$ cat src/sv/utf8sv_pkg.sv
// ----------------------------------------------------------------------------
// utf8sv_pkg
// Shared types and constants for the UTF-8 stream validator.
// ----------------------------------------------------------------------------
package utf8sv_pkg;

	localparam int unsigned SCALAR_W = 21;

	// Smallest legal scalar of the open sequence, by lead byte length.
	typedef enum logic [1:0] {
		CLS_NONE  = 2'd0,
		CLS_TWO   = 2'd1,
		CLS_THREE = 2'd2,
		CLS_FOUR  = 2'd3
	} min_class_t;

	localparam logic [7:0] LEAD2_LO  = 8'hC2;
	localparam logic [7:0] LEAD2_HI  = 8'hDF;
	localparam logic [7:0] LEAD3_LO  = 8'hE0;
	localparam logic [7:0] LEAD3_HI  = 8'hEF;
	localparam logic [7:0] LEAD4_LO  = 8'hF0;
	localparam logic [7:0] LEAD4_HI  = 8'hF4;
	localparam logic [7:0] CONT_MASK = 8'hC0;
	localparam logic [7:0] CONT_TAG  = 8'h80;
	localparam logic [7:0] ASCII_TOP = 8'h80;

	localparam logic [SCALAR_W-1:0] SCALAR_MAX = 21'h10FFFF;
	localparam logic [SCALAR_W-1:0] SURR_LO    = 21'h00D800;
	localparam logic [SCALAR_W-1:0] SURR_HI    = 21'h00DFFF;

	typedef struct packed {
		logic buffer_end;
		logic buffer_valid;
		logic error_seen;
	} result_t;

	function automatic logic [SCALAR_W-1:0] min_of_class(input min_class_t cls);
		logic [SCALAR_W-1:0] m;
		unique case (cls)
			CLS_NONE:  m = 21'h000000;
			CLS_TWO:   m = 21'h000080;
			CLS_THREE: m = 21'h000800;
			CLS_FOUR:  m = 21'h010000;
			default:   m = 21'h000000;
		endcase
		return m;
	endfunction

endpackage

$ cat src/sv/utf8sv_decode.sv
// ----------------------------------------------------------------------------
// utf8sv_decode
// Per-buffer decoder state and the combinational step that checks one byte.
// ----------------------------------------------------------------------------
module utf8sv_decode
	import utf8sv_pkg::*;
(
	input  logic       clk,
	input  logic       arst_n,
	input  logic       step,
	input  logic [7:0] byte_value,
	input  logic       last_byte,
	output result_t    result
);

	logic [1:0]          pend_q;
	logic [SCALAR_W-1:0] acc_q;
	min_class_t          cls_q;
	logic                sticky_q;

	logic [1:0]          pend_n;
	logic [SCALAR_W-1:0] acc_n;
	min_class_t          cls_n;
	logic                sticky_n;
	logic                byte_err;
	logic [SCALAR_W-1:0] acc_shift;
	logic                scalar_ok;

	assign acc_shift = {acc_q[SCALAR_W-7:0], byte_value[5:0]};
	assign scalar_ok = (acc_shift >= min_of_class(cls_q)) && (acc_shift <= SCALAR_MAX)
		&& !((acc_shift >= SURR_LO) && (acc_shift <= SURR_HI));

	always_comb begin
		pend_n   = pend_q;
		acc_n    = acc_q;
		cls_n    = cls_q;
		byte_err = 1'b0;
		if (!sticky_q) begin
			if (pend_q != 2'd0) begin
				if ((byte_value & CONT_MASK) != CONT_TAG) begin
					byte_err = 1'b1;
				end else if (pend_q == 2'd1) begin
					// Sequence completes on this word; judge the scalar and drop it.
					byte_err = !scalar_ok;
					pend_n   = 2'd0;
					acc_n    = '0;
					cls_n    = CLS_NONE;
				end else begin
					pend_n = pend_q - 2'd1;
					acc_n  = acc_shift;
				end
			end else if (byte_value == 8'h00) begin
				byte_err = 1'b1;
			end else if (byte_value < ASCII_TOP) begin
				byte_err = 1'b0;
			end else if (byte_value >= LEAD2_LO && byte_value <= LEAD2_HI) begin
				acc_n  = {16'd0, byte_value[4:0]};
				pend_n = 2'd1;
				cls_n  = CLS_TWO;
			end else if (byte_value >= LEAD3_LO && byte_value <= LEAD3_HI) begin
				acc_n  = {17'd0, byte_value[3:0]};
				pend_n = 2'd2;
				cls_n  = CLS_THREE;
			end else if (byte_value >= LEAD4_LO && byte_value <= LEAD4_HI) begin
				acc_n  = {18'd0, byte_value[2:0]};
				pend_n = 2'd3;
				cls_n  = CLS_FOUR;
			end else begin
				byte_err = 1'b1;
			end
		end
		sticky_n = sticky_q;
		if (byte_err) begin
			sticky_n = 1'b1;
			pend_n   = 2'd0;
			acc_n    = '0;
			cls_n    = CLS_NONE;
		end
		// A sequence still open at the end of the buffer is truncated.
		if (last_byte && pend_n != 2'd0) begin
			sticky_n = 1'b1;
		end
	end

	assign result.buffer_end   = last_byte;
	assign result.buffer_valid = last_byte && !sticky_n;
	assign result.error_seen   = sticky_n;

	always_ff @(posedge clk or negedge arst_n) begin
		if (!arst_n) begin
			pend_q   <= 2'd0;
			acc_q    <= '0;
			cls_q    <= CLS_NONE;
			sticky_q <= 1'b0;
		end else if (step) begin
			if (last_byte) begin
				pend_q   <= 2'd0;
				acc_q    <= '0;
				cls_q    <= CLS_NONE;
				sticky_q <= 1'b0;
			end else begin
				pend_q   <= pend_n;
				acc_q    <= acc_n;
				cls_q    <= cls_n;
				sticky_q <= sticky_n;
			end
		end
	end

`ifndef NO_ASSERTIONS
	a_clear_after_last: assert property (@(posedge clk) disable iff (!arst_n)
		step && last_byte |=> (pend_q == 2'd0) && !sticky_q && (cls_q == CLS_NONE))
		else $error("decoder state not cleared after last word");
	a_sticky_no_seq: assert property (@(posedge clk) disable iff (!arst_n)
		sticky_q |-> (pend_q == 2'd0))
		else $error("open sequence kept after an error");
	a_class_tracks_pend: assert property (@(posedge clk) disable iff (!arst_n)
		(pend_q == 2'd0) == (cls_q == CLS_NONE))
		else $error("sequence class out of step with pending count");
	a_hold_without_step: assert property (@(posedge clk) disable iff (!arst_n)
		!step |=> $stable(pend_q) && $stable(sticky_q))
		else $error("decoder state moved without a step");
`endif

endmodule

$ cat src/sv/utf8_stream_validator.sv
// ----------------------------------------------------------------------------
// utf8_stream_validator
// Strict UTF-8 checker for a byte stream, one byte per word.
// ----------------------------------------------------------------------------
// Usage:
// The input channel (in_valid/in_ready) carries one buffer byte per word,
// with last_byte set on the final byte of each buffer. The output channel
// (out_valid/out_ready) returns one word for every input word: error_seen
// tells whether an error has occurred so far in the buffer, and on the word
// that answers the last byte buffer_end is set and buffer_valid reports
// whether the whole buffer was strict UTF-8 with no NUL byte. Decoder state
// clears after every last byte, so buffers follow each other without a gap.
// A word accepted on the input channel is registered in the input register,
// decoded, and stored in the result register, which offers it on the output
// channel. Throughput is one word per clock while out_ready stays high, with
// a combinational decode step between the input and result registers.
// When the receiver stalls, the result register holds its word, the input
// register fills, and in_ready drops until out_ready returns.
// Reset clears both valid flags and the decoder; no clearing pass is needed.
// ----------------------------------------------------------------------------
module utf8_stream_validator
	import utf8sv_pkg::*;
(
	input  logic       clk,
	input  logic       arst_n,
	input  logic       in_valid,
	output logic       in_ready,
	input  logic [7:0] byte_value,
	input  logic       last_byte,
	output logic       out_valid,
	input  logic       out_ready,
	output logic       buffer_end,
	output logic       buffer_valid,
	output logic       error_seen
);

	logic       valid_s1;
	logic [7:0] byte_s1;
	logic       last_s1;
	logic       out_valid_q;
	result_t    result_q;
	result_t    result;
	logic       advance;

	// The stage moves on when the result register is empty or being taken.
	assign advance  = valid_s1 && (!out_valid_q || out_ready);
	assign in_ready = !valid_s1 || advance;

	always_ff @(posedge clk or negedge arst_n) begin
		if (!arst_n) begin
			valid_s1 <= 1'b0;
		end else if (in_ready) begin
			valid_s1 <= in_valid;
		end
	end

	always_ff @(posedge clk) begin
		if (in_ready && in_valid) begin
			byte_s1 <= byte_value;
			last_s1 <= last_byte;
		end
	end

	utf8sv_decode u_decode (
		.clk        (clk),
		.arst_n     (arst_n),
		.step       (advance),
		.byte_value (byte_s1),
		.last_byte  (last_s1),
		.result     (result)
	);

	always_ff @(posedge clk or negedge arst_n) begin
		if (!arst_n) begin
			out_valid_q <= 1'b0;
		end else if (advance) begin
			out_valid_q <= 1'b1;
		end else if (out_ready) begin
			out_valid_q <= 1'b0;
		end
	end

	always_ff @(posedge clk) begin
		if (advance) begin
			result_q <= result;
		end
	end

	assign out_valid    = out_valid_q;
	assign buffer_end   = result_q.buffer_end;
	assign buffer_valid = result_q.buffer_valid;
	assign error_seen   = result_q.error_seen;

`ifndef NO_ASSERTIONS
	a_valid_only_on_end: assert property (@(posedge clk) disable iff (!arst_n)
		out_valid_q && !result_q.buffer_end |-> !result_q.buffer_valid)
		else $error("buffer_valid raised on a word that is not a buffer end");
	a_valid_excludes_error: assert property (@(posedge clk) disable iff (!arst_n)
		out_valid_q && result_q.buffer_valid |-> !result_q.error_seen)
		else $error("buffer reported valid with an error seen");
	a_no_overrun: assert property (@(posedge clk) disable iff (!arst_n)
		out_valid_q && !out_ready |-> !advance)
		else $error("stalled result word overwritten");
`endif

endmodule
$ cat config.mk
export PLATFORM = sky130hd
export DESIGN_NAME = utf8_stream_validator
export DESIGN_NICKNAME = d
export VERILOG_FILES = /design/src/sv/utf8sv_pkg.sv /design/src/sv/utf8sv_decode.sv /design/src/sv/utf8_stream_validator.sv
export SDC_FILE = /design/constraint.sdc
export NUM_CORES = 1
export LEC_CHECK = 0
export BUFFER_PORTS_ARGS = -buffer_cell sky130_fd_sc_hd__buf_2
export CORE_ASPECT_RATIO = 1.2
export CORE_MARGIN = 4
export CORE_UTILIZATION = 26
export DETAILED_ROUTE_END_ITERATION = 16
export PLACE_DENSITY_LB_ADDON = 0.2
export SYNTH_ARGS = -nofsm -noshare
export SYNTH_HDL_FRONTEND = slang
export SYNTH_SLANG_ARGS = --single-unit
$ cat constraint.sdc
create_clock -name clk -period 3.74 [get_ports clk]
set_input_delay 0.187 -clock clk [delete_from_list [all_inputs] [get_ports clk]]
set_output_delay 0.187 -clock clk [all_outputs]
set_load 0.005 [all_outputs]
# After elaboration in Yosys (flattened, before gate mapping)
# Cells that the tools add are included.
# totals
ff_bits,34
input_bits,13
out_inout_bits,5
word_cells,106
# classes
add_sub_neg,1
order_cmp,11
n_eq_ne,10
n_mux,48
reduce_logical,25
# ops
op,count
$mux W15,11
$pmux W21 S4,1
$mux W2,22
$ge A8 B8 Y1 const B,3
$le A8 B8 Y1 const B,3
$ge A21 B16 Y1 const B,1
$ge A21 B21 Y1,1
$le A21 B16 Y1 const B,1
$le A21 B21 Y1 const B,1
$mux W1,14
$logic_and A1 B1 Y1,10
$logic_not A8 Y1,1
$lt A8 B8 Y1 const B,1
$ne A4 B2 Y1 const B,2
$ne A4 B3 Y1 const B,2
$reduce_and A7 Y1,1
$reduce_and A6 Y1,1
$reduce_bool A2 Y1,3
$reduce_bool A6 Y1,1
$logic_not A1 Y1,5
$eq A2 B1 Y1 const B,2
$eq A2 B2 Y1 const B,2
$ne A3 B3 Y1 const B,1
$logic_not A2 Y1,1
3 further kinds,4

# Depth between registers and ports, before layout
# logic_depth
word_depth,16
ltp_mapped,10

# Modules after synthesis
# From an unflattened synthesis, not the netlist that was laid out.
# unflattened
hier_cells,140
area_unflattened_um2,1734.2
# by_module_without_submodules
module,n_inst,cells_each,area_per_inst_um2,seq_area_each_um2
utf8sv_decode,1,120,1270.0,500.5
utf8_stream_validator,1,20,464.2,410.4

# Worst setup path after synthesis
# Ideal clock, no wire load.
# synth_timing
path_kind,register to register
start,register u_decode.cls_q[1]
end,register u_decode.acc_q[3]
setup_ps,127
arrival_time_ps,2234
required_ps,3613
slack_ps,1379
stages_incl_launch_ff,10
n_path_buf,1
period_less_slack_ps,2361
cell_sequence,dfrtp_1 nor2b_1 ha_1 or4b_1 a211oi_1 nor4b_2 a211oi_4 a21oi_4 buf_6 mux2i_1
# synth_via
elab_chain_cells,12
# synth_rtl
element,line,text
from (decl),utf8sv_decode.sv:18,min_class_t cls_q;
from (signal assigned),utf8sv_decode.sv:104,cls_q <= cls_n;
"$eq A2 B2 Y1, or another cell as far along",utf8sv_pkg.sv:39,unique case (cls)
$pmux W21 S4 *,utf8sv_pkg.sv:39,
$ge A21 B21 Y1 *,utf8sv_decode.sv:30,assign scalar_ok = (acc_shift >= min_of_class(cls_q)) && (acc_shift <= SCALAR_MAX)
$logic_and A1 B1 Y1 *,utf8sv_decode.sv:30,
$logic_and A1 B1 Y1 *,utf8sv_decode.sv:31,&& !((acc_shift >= SURR_LO) && (acc_shift <= SURR_HI));
$logic_not A1 Y1 *,utf8sv_decode.sv:44,byte_err = !scalar_ok;
$mux W1 *,utf8sv_decode.sv:42,end else if (pend_q == 2'd1) begin
$mux W1 *,utf8sv_decode.sv:40,if ((byte_value & CONT_MASK) != CONT_TAG) begin
$mux W1 *,utf8sv_decode.sv:39,if (pend_q != 2'd0) begin
$mux W1 *,utf8sv_decode.sv:38,if (!sticky_q) begin
"$ne A4 B3 Y1 (no line), or another cell as far along",-,
$reduce_and A6 Y1 (no line) / $mux W15 (equally long branches),-,
to (signal assigned),utf8sv_decode.sv:103,acc_q <= acc_n;
to (decl),utf8sv_decode.sv:17,logic [SCALAR_W-1:0] acc_q;
# Every way passes the cells marked *; elsewhere a longest branch is shown, timed or not. The select of a mux whose other input is x is not followed.
# A chain may end at the register's enable or synchronous reset.

# Final worst setup path
# layout_timing
start,register u_decode.pend_q[0]
end,register u_decode.acc_q[4]
# layout_via
elab_chain_cells,7
# layout_rtl
element,line,text
from (decl),utf8sv_decode.sv:16,logic [1:0] pend_q;
from (signal assigned),utf8sv_decode.sv:102,pend_q <= pend_n;
$eq A2 B1 Y1,utf8sv_decode.sv:42,
$mux W1 / $mux W15 (equally long branches),utf8sv_decode.sv:42,
$mux W1 / $mux W15 (equally long branches),utf8sv_decode.sv:40,
$mux W1 / $mux W15 (equally long branches),utf8sv_decode.sv:39,
$mux W1 / $mux W15 (equally long branches),utf8sv_decode.sv:38,
"$ne A4 B3 Y1 (no line), or another cell as far along",-,
$reduce_and A6 Y1 (no line) / $mux W15 (equally long branches),-,
# Parallel ways exist; a longest one is shown, timed or not. The select of a mux whose other input is x is not followed.

==> metrics <==
IO Port Bufs=17; Synth area leaders=dfrtp_1, edfxtp_1, mux2i_1; area leader, netlist=dfrtp_1; top_reg_cell synth=dfrtp_1; total CTS buffers=5; final antenna-violating net count=0; Final GP Congestion=0.7663; Nets=220; RSZ-0062 raised after global routing=no; Fin Hold WS=0.08056 ns; fin crit share=0.7613; Layout area overhead=14.32%; Slew Limit Fails=0; FILL cells=730; row count=33; clock root buffer=clkbuf_8; GRT Util Overall=0.1023; vias in the first global route=1389; share of cells above drive strength 1=0.1823; Worst Path Required=3.91 ns; Seq cells post-synth=34; Detail Placement HPWL=3081 um; MaxCap Viol Count=0; non-filler instance count after layout=290; starting density of the core=0.2729; Setup crit end kind=flip-flop; top post-synthesis cells by count=nand2_1, dfrtp_1, inv_1, mux2i_1, edfxtp_1; pre-CTS setup slack=0.9197 ns; worst-margin pin slew=0.6471 ns; synth unique cells=50; post-layout util=0.3120; maximum clock path buffer count=2; leak pwr=0.9355 nW; initial antenna violation count=0; Clock transition at path regs=0.07 ns; slew margin rel.=0.5676; drt via density=4.707; top cell type's share of synthesized area=0.2891; Core Area=0.006978 sq mm; pin count of the biggest net entering global routing=23; Tot Pwr=1.043 mW; setup TNS=0 ns; die height=101.8 um; area post-placement=0.002072 sq mm; routed length per placed instance=13.93 um; GR Overflow Total=0; n_diodes=0; post-synth design cell area=0.001904 sq mm; placed cells=281; # DRC=0; cell area after layout=0.002177 sq mm; fraction of registers with async set/reset=0.6471; DR vias=1365; TritonCTS clock tree=built; synth warn=0; post-synthesis sequential area ratio=0.4783; DRT Pass-1 Iters=4; post-cts resize count=0; first-pass GRT wire length=6927 um; min setup slack post-route=0.8929 ns; Die X=86.13 um; Crit Path Category=reg2reg; CTS sink count=34; total number of H-tree levels=2; most frequent cell after synthesis=nand2_1; clk_lat worst skew=0.28 ns; DR iter-0 viols=62; largest fanout on the critical path=15; Finish-stage setup viols=0; Syn Nets=200; worst hold path type=in2reg; startpoint types=flip-flop; Syn Inst Count=182; pwr/cell area=479.3 mW/mm^2; status=finished clean; Post CTS Setup Buffer Count=0; Post-synth EDFFs=12; Total Wirelength=4041 um; Die ar.=0.008763 sq mm; maximum clock rate=0.3512 GHz; Worst Skew=0.006764 ns; Crit path arrival time=3.02 ns; endpoints failing hold=0; Period minus WS final=2.847 ns; VDD IR-drop max=0.1978 mV; # IOs=18; Syn Area/Cell=10.46 sq um
-- where the power goes --
part	switching, mW	internal [mW]
combinational	0.165	0.119
sequential	0.0466	0.432
clock	0.133	0.148
total	0.344	0.699
-- layer usage --
layer  part of all wire  GRT usage  wire (um)
met5                  0          0          0
met4              0.014    0.03532         57
met3              0.035    0.02522        141
met2               0.49     0.1697       1967
met1               0.46     0.1295       1875
-- worst max-delay path: stages (launching register included) --
cell	delay, ns
dfrtp_1	0.41
inv_1	0.08
ha_1	0.31
nor3b_1	0.26
o21ai_0	0.19
nor4b_2	0.39
a211oi_4	0.12
a21oi_4	0.57
mux2_2	0.40
-- repair_timing --
item | 4_1_cts | 5_1_grt
endpoints found under the setup margin | 0 | 0
hold buffers | 1 | 0
hold endpoints to repair | 22 | 0
-- placed cells by master (no fill, tap or decap), types with 3 or more instances in the layout --
cell	n
a211o_1	3
a21oi_1	4
and3_1	3
buf_2	17
clkbuf_8	6
dfrtp_1	22
edfxtp_1	12
ha_1	5
inv_1	22
mux2i_1	14
nand2_1	23
nand2b_1	5
nand3_1	3
nor2_1	6
nor3_1	5
nor4_1	3
o211ai_1	3
o21a_1	5
o21ai_0	5
-- registers in the layout (all words and copies together) (netlist names) --
name and count:
u_decode.pend_q 2, last_s1 1, buffer_end 1, buffer_valid 1
valid_s1 1, u_decode.cls_q 2, u_decode.acc_q 15, error_seen 1
out_valid 1, u_decode.sticky_q 1, byte_s1 8
-- area by class of cell --
class / instances / area (sq um) / area share
clock buffer: 6 / 82.58 / 0.03793
clock inverter: 2 / 12.51 / 0.005747
inverter: 22 / 82.58 / 0.03793
multi-input combinational: 121 / 884.6 / 0.4063
sequential: 34 / 910.9 / 0.4184
tap: 87 / 108.9 / 0.05000
timing repair buffer: 18 / 95.09 / 0.04368
-- path summary, 6_finish.rpt --
path / startpoint / endpoint / slack [ns] / cells after the start
worst max-delay path: u_decode.pend_q[0]$_DFFE_PN0P_ / u_decode.acc_q[4]$_DFFE_PN0P_ / 0.89 / 8
worst min-delay path: byte_value[4] / byte_s1[4]$_DFFE_PP_ / 0.08 / 1
worst max register to register: u_decode.pend_q[0]$_DFFE_PN0P_ / u_decode.acc_q[4]$_DFFE_PN0P_ / 0.89 / 8
worst min register to register: valid_s1$_DFFE_PN0N_ / out_valid$_DFFE_PN0P_ / 0.52 / 1
max in group asynchronous: arst_n / u_decode.cls_q[0]$_DFFE_PN0P_ / 2.98 / 2
min in group asynchronous: arst_n / u_decode.acc_q[6]$_DFFE_PN0P_ / 0.41 / 2
-- kinds of logic (layout without fill, tap and decap cells) --
| family | after synthesis | count (layout) | synth area share |
|---|---|---|---|
| buffers and inverters | 27 | 48 | 0.05716 |
| AO/OA/AOI/OAI | 36 | 36 | 0.1564 |
| AND/OR/NAND/NOR | 65 | 65 | 0.1958 |
| flip-flops | 34 | 34 | 0.4783 |
| multiplexers | 15 | 15 | 0.07950 |
| adder cells (fa/ha/maj) | 5 | 5 | 0.03285 |
No activity file was read; power rests on OpenSTA's default activity.
